## src/apqr_pkg.sv

```systemverilog
package apqr_pkg;

  localparam int REQ_W  = 2;
  localparam int TIME_W = 32;
  localparam int NAME_W = 64;
  localparam int SEV_W  = 24;
  localparam int K_W    = 24;
  localparam int KIND_W = 2;
  localparam int PROD_W = K_W + TIME_W;   // k_rate * arrival_time
  localparam int PRIO_W = PROD_W + 2;     // signed, room for severity minus product

  // request codes
  localparam logic [REQ_W-1:0] REQ_ARRIVE = 2'd0;
  localparam logic [REQ_W-1:0] REQ_SERVE  = 2'd1;
  localparam logic [REQ_W-1:0] REQ_LEAVE  = 2'd2;

  // result kinds
  localparam logic [KIND_W-1:0] RES_SERVED = 2'd0;
  localparam logic [KIND_W-1:0] RES_EMPTY  = 2'd1;
  localparam logic [KIND_W-1:0] RES_FULL   = 2'd2;
  localparam logic [KIND_W-1:0] RES_DUP    = 2'd3;

  typedef struct packed {
    logic                     valid;
    logic signed [PRIO_W-1:0] prio;
    logic [NAME_W-1:0]        name;
  } entry_t;

  typedef struct packed {
    logic match;  // valid and same name as the broadcast key
    logic beat;   // broadcast key ranks ahead of this cell, or cell empty
  } cell_flags_t;

  typedef enum logic [1:0] {
    CMD_HOLD  = 2'd0,
    CMD_NEW   = 2'd1,
    CMD_LEFT  = 2'd2,
    CMD_RIGHT = 2'd3
  } cell_cmd_t;

  localparam entry_t ENTRY_NONE = '{valid: 1'b0, prio: '0, name: '0};

endpackage

```

## src/apqr_prio.sv

```systemverilog
module apqr_prio import apqr_pkg::*; (
  input  logic                     clk,
  input  logic [K_W-1:0]           k_rate,
  input  logic [TIME_W-1:0]        arr_time,
  input  logic [SEV_W-1:0]         severity,
  output logic signed [PRIO_W-1:0] prio
);

  logic [PROD_W-1:0]        prod_r;
  logic signed [PRIO_W-1:0] prio_r;

  // two stages: product, then subtract
  always_ff @(posedge clk) begin
    prod_r <= PROD_W'(k_rate) * PROD_W'(arr_time);
    prio_r <= $signed({{(PRIO_W-SEV_W){1'b0}}, severity})
            - $signed({2'b00, prod_r});
  end

  assign prio = prio_r;

endmodule

```

## config.mk

```make
export PLATFORM = sky130hd
export DESIGN_NAME = apqr_prio
export DESIGN_NICKNAME = d
export VERILOG_FILES = /design/src/apqr_pkg.sv /design/src/apqr_prio.sv
export SDC_FILE = /design/constraint.sdc
export NUM_CORES = 2
export LEC_CHECK = 0
export ABC_AREA = 1
export BUFFER_PORTS_ARGS = -buffer_cell sky130_fd_sc_hd__buf_2
export CAP_MARGIN = 20
export CORE_UTILIZATION = 54
export CTS_CLUSTER_DIAMETER = 150
export DETAILED_ROUTE_END_ITERATION = 8
export PLACE_DENSITY = 0.75
export SYNTH_ARGS = -nofsm -noshare
export SYNTH_HDL_FRONTEND = slang
export SYNTH_SLANG_ARGS = --single-unit
```

## constraint.sdc

```tcl
create_clock -name clk -period 6.3 [get_ports clk]
set_input_delay 0.315 -clock clk [delete_from_list [all_inputs] [get_ports clk]]
set_output_delay 0.315 -clock clk [all_outputs]
set_load 0.05 [all_outputs]
```

# == After elaboration in Yosys (flattened, before gate mapping) ==
# Cells that the tools add are included.
# classes
order_cmp,0
n_shift,0
reduce_logical,0
addsub,1
n_bitwise,0
n_div,0
eq_ne,0
n_mul,1
muxes,0
# ops
op,count
subtractor 24 x 56 -> 57 bit,1
multiplier 24 x 32 -> 56 bit,1
# word_totals
memories,0
out_inout_bits,58
elab_cells,4
latchBits,0
mem_bits_rw,0
in_bits,81
regBits,113
mem_bits_ro,0

# == Depth between registers and ports, before layout ==
# depth
word_depth,1
mapped_depth,29
depth_no_buf,28

# == Least setup slack after synthesis ==
# Ideal clock, no wire load.
# synth_path
path_type,input-to-reg
from,in arr_time[29]
to,reg prod_r[49]
stages,24
required_time_ps,6187
arrival_ps,5484
setup_ps,113
slack_ps,703
path_cell_list,clkbuf_1 -> nand2_1 -> fa_1 -> inv_1 -> fa_1 -> inv_1 -> fa_1 -> fa_1 -> inv_1 -> fa_1 -> fa_1 -> inv_1 -> fa_1 -> inv_1 -> ha_1 -> nand2_2 -> nor2_2 -> inv_2 -> nor2_1 -> nand3_1 -> nor2_1 -> nand2_1 -> nand4_1 -> nand2_1
# synth_between
elab_chain_cells,1
# synth_lines
element,line_no,rtl
from (decl),apqr_prio.sv:4,"input logic [TIME_W-1:0] arr_time,"
multiplier 24 x 32 -> 56 bit,apqr_prio.sv:14,prod_r <= PROD_W'(k_rate) * PROD_W'(arr_time);
to (signal assigned),apqr_prio.sv:14,
to (decl),apqr_prio.sv:9,logic [PROD_W-1:0] prod_r;
# Every way passes these cells.

# == Worst setup path in the final report ==
# layout_path
from,in k_rate[6]
to,reg prod_r[46]
# layout_between
elab_chain_cells,1
# layout_lines
element,line_no,rtl
from (decl),apqr_prio.sv:3,"input logic [K_W-1:0] k_rate,"
multiplier 24 x 32 -> 56 bit,apqr_prio.sv:14,
# Every way passes these cells.

==> summary.txt <==
Run status
  • Outcome: complete, no violations

Synthesis
  • Synthesized Nets: 5531
  • Post-synthesis register bit count: around 110
  • Async set-or-reset flop fraction in the synthesized netlist: 0
  • Most used flip-flop cell after synthesis: dfxtp_1
  • Netlist area before placement: 0.0326 mm2
  • Sequential element share of the synthesized area: 0.0695
  • Distinct cell type count after synthesis: 38
  • Yosys Warn Count: 0
  • Gate count after technology mapping: 4585
  • Post-synth EDFFs: 0
  • Mapped Avg Cell Area: 7.10 um2

Floorplanning
  • Overall die height: 248 um
  • Count of standard-cell rows: slightly below 90
  • Horiz. Die Dim: ~250 um
  • Initial Utilization: 0.549
  • Total die area: 0.0613 mm2
  • Top Ports: 139
  • Standard cell core area: 0.0594 mm2

Clock network
  • Count of hold-fix buffers inserted at cts: 0
  • Root buffer cell: clkbuf_16
  • Sink count of the clock tree: between 100 and 150
  • Cts repair resizes: 0
  • Post-CTS setup-driven buffer insertion count: 0
  • Latest clock arrival within the worst-skew pair: 0.44 ns
  • Number of buffers created by CTS: 17
  • Largest buffer count on any clock path: 2
  • Clock transition at the registers of the reported paths: 0.06 ns
  • CTS H-tree lvls: 4
  • Clock tree from TritonCTS: yes

Final layout
  • Sequential cell area: about 0.0023 mm2
  • Leading cell types in the layout, fill and taps excluded: inv_1, nand2_1, fa_1
  • Count of inserted antenna diode cells: 0
  • Leading cell type in the layout, fill and taps excluded: inv_1
  • Area growth from synthesis to final layout: 9.67%
  • Final core utilization: 0.602
  • Layout cell share with drive strength beyond 1: 0.0836
  • Filler Cells Inserted: 5483
  • Final #Nets: around 5700
  • Non-filler cells, final: about 5600
  • Area of the multi-input gates: between 0.02 and 0.025 mm2

Timing
  • Transition time at the pin with the least slew margin: ~0.63 ns
  • Hold Violations, Final: 0
  • Min Clock Period, post-route: roughly 6.0 ns
  • Maximum clock skew at final layout: 0.0134 ns
  • RSZ-0062 raised after global routing: false
  • Maximum operating frequency: 0.165 GHz
  • Final cycle utilization of the critical path: 0.960
  • WHS: 0.212 ns
  • Worst slew margin: 0.582
  • Setup Viol. Count Final: 0
  • Max-slew violation total from the final report: 0

Critical path
  • CP startpoint kind: primary input
  • Signal arrival time at the worst endpoint: between 6 and 7 ns
  • Setup CP Type: in2reg
  • Required time of the critical path: 6.63 ns
  • Max Fanout on Critical Path: 23
  • Critical path endpoint category: register

GRT
  • Wire length of the first global-routing pass: 145000 um
  • GR Util All Layers: 0.305
  • Via count of the first global-routing pass: 28800
  • Antenna violations before repair: 0
  • Total gr overflow: 0
  • Largest net degree at the start of global routing: 33

Route
  • WL per Instance: 16.0 um
  • First-pass detailed-route iteration total: 8
  • Average vias per placed instance: 4.98
  • Detailed-route wire length: 88700 um
  • DRC errors left: 0
  • Antenna viol nets, final: 0
  • Via count: between 20000 and 30000
  • Number of DRC markers after the initial detailed-route iteration: between 1500 and 2000

Placed design
  • Dpl hpwl: between 70000 and 80000 um
  • GP Congestion: 0.960
  • Quantity of I/O buffers inserted on ports: about 140
  • Post-Place Cells: 5525

Flow run
  • Max-cap violation count: 0

Worst hold path
  • Min-Delay Path Class: in2reg
[critical path, cell delays in order]
cell     delay, ns
buf_2         0.49
nand2_1       0.16
fa_1          0.56
inv_1         0.06
fa_1          0.51
inv_1         0.05
fa_1          0.46
fa_1          0.52
inv_1         0.06
fa_1          0.51
fa_1          0.50
inv_1         0.05
fa_1          0.49
inv_1         0.05
ha_1          0.43
nand2_2       0.12
nor2_2        0.17
inv_1         0.10
nor3_1        0.41
nand3_1       0.16
nand4_1       0.12
nand2_1       0.05
[cells by family (layout without fill, tap and decap cells)]
logic type | after synthesis | count (layout) | share of synthesized area
and+or+nand+nor | 1833 | 1833 | 0.228
buffers and inverters | 1634 | 1833 | 0.188
adders and majority gates | 865 | 865 | 0.484
DFF | 113 | 113 | 0.0695
AOI/OAI and AO/OA | 80 | 80 | 0.0140
xor gates and xnor gates | 60 | 60 | 0.0161
[worst paths after layout]
check | startpoint | end | cells past startpoint | slack (ns)
worst max-delay path | k_rate[6] | prod_r[46]$_DFF_P_ | 22 | 0.25
worst max register to register | prod_r[0]$_DFF_P_ | prio[54]$_DFF_P_ | 12 | 4.08
worst min-delay path | severity[0] | prio[0]$_DFF_P_ | 4 | 0.21
worst min register to register | prod_r[55]$_DFF_P_ | prio[55]$_DFF_P_ | 2 | 0.47
[area by class of cell]
| cell class | instances | area share |
|---|---|---|
| clock inverters | 15 | 0.00452 |
| inverters | 1497 | 0.157 |
| flip-flops and latches | 113 | 0.0633 |
| multi-input cells | 2838 | 0.677 |
| repair buffers | 304 | 0.0591 |
| clock buffers | 17 | 0.0119 |
| well taps | 773 | 0.0271 |
[flip-flops by register name, indices dropped and copies added, names as in the netlist]
name and flops:
prod_r 56, prio 57
[Yosys cell counts (2+ instances only)]
master,count,area share
a21boi_0,3,0.00069
o21ai_0,6,0.00092
a21boi_2,2,0.00069
nor3_2,7,0.0022
xor2_1,51,0.014
nand3b_1,11,0.0025
nand2_2,15,0.0029
or2_1,4,0.00077
inv_2,4,0.00046
nor2_1,156,0.018
nor3_1,10,0.0015
a21oi_1,50,0.0077
dfxtp_1,113,0.069
nor2_2,21,0.0040
ha_1,206,0.079
nand4_1,29,0.0056
o21bai_1,8,0.0018
nand2_1,1445,0.17
nor4_1,4,0.00077
nor2_4,3,0.0010
nand3_2,9,0.0028
inv_1,1493,0.17
and2_1,5,0.00096
o21ai_1,5,0.00077
nand3_1,111,0.017
buf_1,2,0.00023
xnor2_1,9,0.0024
a21o_1,2,0.00046
clkbuf_1,134,0.015
fa_1,659,0.41
[metal layers]
metal	global-route usage	up-vias	wire length, um
li1	-	13100	-
met1	0.392	13300	35800
met3	0.0374	237	6330
met4	0.110	0	3240
met5	0	-	0
met2	0.528	1069	43400
[stage by stage]
step | cell area (um2) | worst slack, ns | TNS (ns)
finish | 35700 | 0.251 | 0
global route | 35700 | 0.00580 | 0
CTS | 35700 | 0.257 | 0
detailed placement | 35100 | -0.206 | -1.35
global placement | 35100 | -0.131 | -0.935
floorplan | 32600 | 0.703 | 0
Power is not shown: default switching activity piles up to over one toggle a cycle in this logic, so the estimate is an artifact.
