===== config.mk =====
export PLATFORM = sky130hd
export DESIGN_NAME = apqr_cell
export DESIGN_NICKNAME = d
export VERILOG_FILES = /design/src/apqr_pkg.sv /design/src/apqr_cell.sv
export SDC_FILE = /design/constraint.sdc
export NUM_CORES = 1
export LEC_CHECK = 0
export BUFFER_PORTS_ARGS = -buffer_cell sky130_fd_sc_hd__buf_4
export CAP_MARGIN = 10
export CORE_AREA = 2 2 196 198
export DETAILED_ROUTE_END_ITERATION = 7
export DIE_AREA = 0 0 198 200
export PLACE_DENSITY_LB_ADDON = 0.05
export SLEW_MARGIN = 5
export SYNTH_ARGS = -nofsm -noshare
export SYNTH_HDL_FRONTEND = slang
export SYNTH_SLANG_ARGS = --single-unit

===== constraint.sdc =====
create_clock -name clk -period 5.8 [get_ports clk]
set_input_delay 1.16 -clock clk [delete_from_list [all_inputs] [get_ports clk]]
set_output_delay 1.16 -clock clk [all_outputs]
set_load 0.05 [all_outputs]

===== src/apqr_pkg.sv =====
package apqr_pkg;

  localparam int REQ_W  = 2;
  localparam int TIME_W = 32;
  localparam int NAME_W = 64;
  localparam int SEV_W  = 24;
  localparam int K_W    = 24;
  localparam int KIND_W = 2;
  localparam int PROD_W = K_W + TIME_W;   // k_rate * arrival_time
  localparam int PRIO_W = PROD_W + 2;     // signed, room for severity minus product

  // request codes
  localparam logic [REQ_W-1:0] REQ_ARRIVE = 2'd0;
  localparam logic [REQ_W-1:0] REQ_SERVE  = 2'd1;
  localparam logic [REQ_W-1:0] REQ_LEAVE  = 2'd2;

  // result kinds
  localparam logic [KIND_W-1:0] RES_SERVED = 2'd0;
  localparam logic [KIND_W-1:0] RES_EMPTY  = 2'd1;
  localparam logic [KIND_W-1:0] RES_FULL   = 2'd2;
  localparam logic [KIND_W-1:0] RES_DUP    = 2'd3;

  typedef struct packed {
    logic                     valid;
    logic signed [PRIO_W-1:0] prio;
    logic [NAME_W-1:0]        name;
  } entry_t;

  typedef struct packed {
    logic match;  // valid and same name as the broadcast key
    logic beat;   // broadcast key ranks ahead of this cell, or cell empty
  } cell_flags_t;

  typedef enum logic [1:0] {
    CMD_HOLD  = 2'd0,
    CMD_NEW   = 2'd1,
    CMD_LEFT  = 2'd2,
    CMD_RIGHT = 2'd3
  } cell_cmd_t;

  localparam entry_t ENTRY_NONE = '{valid: 1'b0, prio: '0, name: '0};

endpackage


===== src/apqr_cell.sv =====
module apqr_cell import apqr_pkg::*; (
  input  logic        clk,
  input  logic        rst_n,
  input  cell_cmd_t   cmd,
  input  entry_t      new_entry,
  input  entry_t      left_entry,
  input  entry_t      right_entry,
  output entry_t      entry,
  output cell_flags_t flags
);

  logic                     valid_r, valid_nxt;
  logic signed [PRIO_W-1:0] prio_r, prio_nxt;
  logic [NAME_W-1:0]        name_r, name_nxt;
  cell_flags_t              flags_r, flags_nxt;
  logic signed [PRIO_W-1:0] key_prio;

  assign key_prio = new_entry.prio;

  always_comb begin
    flags_nxt.match = valid_r && (name_r == new_entry.name);
    flags_nxt.beat  = !valid_r || (key_prio > prio_r) ||
                      ((key_prio == prio_r) && (new_entry.name < name_r));
  end

  always_comb begin
    valid_nxt = valid_r;
    prio_nxt  = prio_r;
    name_nxt  = name_r;
    case (cmd)
      CMD_NEW: begin
        valid_nxt = new_entry.valid;
        prio_nxt  = new_entry.prio;
        name_nxt  = new_entry.name;
      end
      CMD_LEFT: begin
        valid_nxt = left_entry.valid;
        prio_nxt  = left_entry.prio;
        name_nxt  = left_entry.name;
      end
      CMD_RIGHT: begin
        valid_nxt = right_entry.valid;
        prio_nxt  = right_entry.prio;
        name_nxt  = right_entry.name;
      end
      default: begin
      end
    endcase
  end

  always_ff @(posedge clk) begin
    if (!rst_n) begin
      valid_r <= 1'b0;
      flags_r <= '0;
    end else begin
      valid_r <= valid_nxt;
      flags_r <= flags_nxt;
    end
  end

  always_ff @(posedge clk) begin
    prio_r <= prio_nxt;
    name_r <= name_nxt;
  end

  assign entry = '{valid: valid_r, prio: prio_r, name: name_r};
  assign flags = flags_r;

endmodule


# [Word-level counts from Yosys, hierarchy flattened]
# Index checks and enable logic that the tools add are counted.
[classes] n_lt_le_gt_ge=2 eq_ne=5 mux=3 reduce_logical=6
[op_table] operator="case mux 64 bit (3 select lines)" n=1
[op_table] operator="case mux 58 bit (3 select lines)" n=1
[op_table] operator="== test 64 bit" n=1
[op_table] operator="< comparator 64 bit" n=1
[op_table] operator="== test 58 bit" n=1
[op_table] operator="> comparator 58 bit" n=1
[op_table] operator="== test 2 bit, second input constant" n=2
[op_table] operator="case mux 1 bit (3 select lines)" n=1
[op_table] operator="nonzero test 3 bit" n=1
[op_table] operator="== test 2 x 1 -> 1 bit, second input constant" n=1
[op_table] operator="logical AND 1 bit" n=2
[op_table] operator="logical OR 1 bit" n=2
[op_table] operator="zero test 1 bit" n=1
[word_totals] ff_bits=125 in_bits=373 output_inout_bits=125 elab_cells=21

# [Logic depth before layout (Yosys ltp)]
[logic_depth] word_depth=3 depth_mapped=10 depth_no_buf=10

# [Worst setup path after synthesis]
# OpenSTA, ideal clock, no wires.
[synth_path] path_type="input-to-reg" from="in cmd[0]" to="reg name_r[0] (enable)" setup_ns=0.429 arrival_ns=3.759 t_required_ns=5.371 setup_slack_ns=1.612 cell_stages=4 n_path_buf=3 cell_sequence="clkbuf_1 > clkbuf_1 > clkbuf_1 > or2_2"
[synth_via] elab_chain_cells=2 elab_cells_between_ends=4 cone_classes="eq/ne (3); reduce/logical (1)"
[synth_rtl] element="start, declared" line_no="apqr_cell.sv:4" rtl="input cell_cmd_t cmd,"
[synth_rtl] element="== test 2 bit / == test 2 x 1 -> 1 bit (equally long branches)" line_no="apqr_cell.sv:30" rtl="case (cmd)"
[synth_rtl] element="nonzero test 3 bit (no line) *"
[synth_rtl] element="end signal, assigned" line_no="apqr_cell.sv:63" rtl="name_r <= name_nxt;"
[synth_rtl] element="end, declared" line_no="apqr_cell.sv:14" rtl="logic [NAME_W-1:0] name_r, name_nxt;"
# Mark *: on every way between the ends. The rest lies on a longest branch, timed or not.
# A chain may end at the register's enable or synchronous reset.

# [Worst setup path after layout]
[layout_path] from="in new_entry[88] (netlist name)" to="reg flags_r, in the netlist flags[0]"
[layout_via] elab_chain_cells=3 elab_cells_between_ends=5 cone_classes="order compare (1); eq/ne (1); reduce/logical (3)"
[layout_rtl] element="start, declared" line_no="apqr_cell.sv:5" rtl="input entry_t new_entry,"
[layout_rtl] element="> comparator 58 bit / == test 58 bit (equally long branches)" line_no="apqr_cell.sv:22, apqr_cell.sv:23"
[layout_rtl] element="logical OR 1 bit / logical AND 1 bit (equally long branches)" line_no="apqr_cell.sv:22, apqr_cell.sv:23"
[layout_rtl] element="logical OR 1 bit *" line_no="apqr_cell.sv:22" rtl="flags_nxt.beat = !valid_r || (key_prio > prio_r) ||"
[layout_rtl] element="end signal, assigned" line_no="apqr_cell.sv:57" rtl="flags_r <= flags_nxt;"
[layout_rtl] element="end, declared" line_no="apqr_cell.sv:15" rtl="cell_flags_t flags_r, flags_nxt;"
# Marks and branches as above.

==> qor.csv <==
stage,metric,value,unit
global_routing,initial antenna violation count,0,
clock_tree,CTS resizes,0,
global_routing,first-pass GRT wire length,50500,um
clock_tree,Clock Tree Buf Depth,2,
layout,fin cells,1970,
setup_path,max incr delay on CP,650,ps
placed_design,Placement Cell Area,0.0136,mm2
routing,post-route ant nets,0,
setup_path,crit path launch,new_entry[88],
clock_tree,CTS tree,done,
timing,Slew Limit Fails,0,
hold_path,hold crit path type,reg2reg,
clock_tree,CTS buffer count,17,
setup_path,worst setup path endpoint,flags[0],
logic_synthesis,Synth area leader,edfxtp_1,
timing,final hold slack,672,ps
setup_path,crit path max fanout,3,
setup_path,worst path cell trace,buf_4 > ha_1 > and4_1 > nand4_1 > or4_1 > o221ai_1 > a211oi_1 > o221ai_1 > xor2_1 > o32ai_1,
clock_tree,post-CTS setup repair buffer count,0,
layout,post-route cell area,0.0141,mm2
floorplan,placeable core region,0.0374,mm2
routing,# DRC,0,
layout,final net count,1942,
power,Pint,2.24,mW
power,Sw Ratio,0.358,
clock_tree,clock-pin slew on the worst setup and hold paths,50,ps
floorplan,Initial Util,0.248,
layout,share of cells above drive strength 1,0.363,
power,Worst VDD drop,0.000209,V
floorplan,Die ar.,0.0396,mm2
logic_synthesis,Post-Synthesis Cell Area,0.00927,mm2
setup_path,Worst Path Required,6130,ps
placed_design,hpwl dp,28100,um
logic_synthesis,"Seq/Total Area, Yosys",0.402,
setup_path,register-to-register setup slack,2880,ps
clock_tree,hold-fix buffers at CTS,0,
timing,minimum clock period,3360,ps
logic_synthesis,library cells used by synthesis,38,
setup_path,worst r2r dst,flags[0],
setup_path,crit path kind,in2reg,
run_status,status,"complete, no violations",
layout,most frequent cells in the layout,"buf_4, a21oi_1, nor2_1, inv_1",
timing,TNS Setup,0,ps
power,pwr dens,248,mW/mm2
placed_design,Placed Cells incl. Taps,1939,
power,power share of the combinational group,0.366,
logic_synthesis,syn_area_per_cell,9.58,um2
setup_path,Crit. End Element,register,
power,Seq pwr share,0.338,
clock_tree,CTS root buf,clkbuf_16,
floorplan,Die X,198,um
timing,FMAX,298,MHz
logic_synthesis,main area contributors after synthesis,"edfxtp_1, ha_1, mux2i_1",
layout,sequential cell area,0.00372,mm2
global_routing,global route overflow,0,
routing,DRT Pass-1 Iters,6,
timing,Final Hold Viols,0,
routing,DR vias,8565,
layout,Area growth syn-to-layout,52.0,%
placed_design,PortBufs,497,
layout,multi-input logic area,0.00492,mm2
power,Static Leak,7.13,nW
setup_path,reg2reg path depth,10,
placed_design,GP Congestion,0.767,
logic_synthesis,top cell type's share of synthesized area,0.395,
run,max-cap violation count,0,
timing,Tcrit/Tclk final,0.579,
floorplan,Top Ports,498,
routing,WL per Instance,17.6,um
floorplan,Row Count,71,
power,Clock Power Share,0.295,
logic_synthesis,Synth Instances,968,
setup_path,crit path launch type,input port,
setup_path,crit path DAT,3690,ps
power,Psw,1.25,mW
timing,Slew @ Worst Pin,796,ps
routing,Iter 0 DRT Violations,251,
routing,average via count per standard cell,4.35,
layout,Ant. Diodes,0,
setup_path,most frequent CP cell,o221ai_1,
setup_path,CP max-delay cell,or4_1,
global_routing,largest net degree at the start of global routing,100,
setup_path,RR Startpoint,prio_r[24],
routing,Routed WL,34600,um
layout,Fillers,3824,
clock_tree,CTS H-tree lvls,4,
global_routing,total track usage,0.172,
clock_tree,# clock sinks,125,
timing,relative max-transition margin,0.469,
logic_synthesis,syn nets,1463,
timing,RSZ-0062 raised after global routing,false,
power,Power Total,3.49,mW
layout,"commonest non-fill, non-tap cell in the layout",buf_4,
timing,# setup viols final,0,
timing,Clock Skews,8.70,ps
clock_tree,clk_lat worst skew,430,ps
global_routing,vias in the first global route,8733,
logic_synthesis,YS warnings,0,
floorplan,DIE HEIGHT,200,um
logic_synthesis,Seq cells post-synth,125,
[state kept, by name, summed over array words and instances, names as in the netlist]
register / cells
valid_r: 1
name_r: 64
flags: 2
prio_r: 58
[synth_stat cells (all sizes together)]
cell type	instances
nand4	24
mux4	1
o221ai	3
nand3	2
nand3b	1
inv	125
a211oi	12
a2111oi	1
or4	1
mux2i	122
ha	122
buf	6
a21oi	158
nor2b	5
a21o	21
nor3	7
nor4	1
and4	2
edfxtp	122
a21boi	1
xor2	1
o32ai	1
clkbuf	36
nand2	22
and2	2
nand2b	1
nor2	137
o21a	1
o2111ai	1
o211ai	2
a221o	1
dfxtp	3
o21ai	19
a221oi	1
or2	3
[worst max-delay path: cells and delay by family]
| family | cells | cell delay, ps |
|---|---|---|
| buffers and inverters | 1 | 110 |
| XOR/XNOR | 1 | 120 |
| adder cells (fa/ha/maj) | 1 | 290 |
| AO/OA/AOI/OAI | 4 | 970 |
| AND/OR/NAND/NOR | 3 | 1020 |
[final cells by class]
class	count	share of cell area
clock buffers	20	0.0310
repair buffers	502	0.270
well taps	511	0.0454
clock inverters	11	0.00719
flip-flops and latches	125	0.264
multi-input cells	676	0.349
inverters	125	0.0333
[how the worst min path moves through the flow]
stage,startpoint,endpoint,slack [ps],cells after the start
after floorplan,valid_r,flags[0],540,2
after CTS,valid_r,flags[0],670,2
after global placement,valid_r,flags[0],650,2
after global routing,valid_r,flags[0],700,2
final,valid_r,flags[0],670,2
after detailed placement,valid_r,flags[0],660,2
[kinds of logic after synthesis]
kind of cell,synth area share
xor+xnor,0.000945
compound gates,0.133
mux,0.134
fa+ha+maj,0.165
flops,0.402
buf+inv,0.0682
simple gates,0.0971
[per-layer routing]
metal	routed length (um)	track usage	part of all wire	up-vias
met5	0	0	0	-
met4	486	0.0524	0.014	0
met3	2520	0.0477	0.073	24
met2	17600	0.308	0.51	275
met1	14000	0.199	0.41	3841
li1	-	-	-	4425
[per-stage QoR]
stage                      util  setup WS (ps)
final                     0.377           2440
after global routing      0.377           2230
after CTS                 0.377           2370
after detailed placement  0.362           1900
after global placement    0.362           1950
after floorplan               -           1610
[power by group through the flow]
| stage | Combinational [mW] | Clock (mW) | Sequential, mW |
|---|---|---|---|
| floorplan | 0.401 | 0 | 1.56 |
| global placement | 1.30 | 0 | 1.20 |
| finish | 1.28 | 1.03 | 1.18 |
| detailed placement | 1.30 | 0 | 1.20 |
| CTS | 1.30 | 1.07 | 1.18 |
| global route | 1.40 | 1.10 | 1.20 |
(Power assumes the default switching activity.)
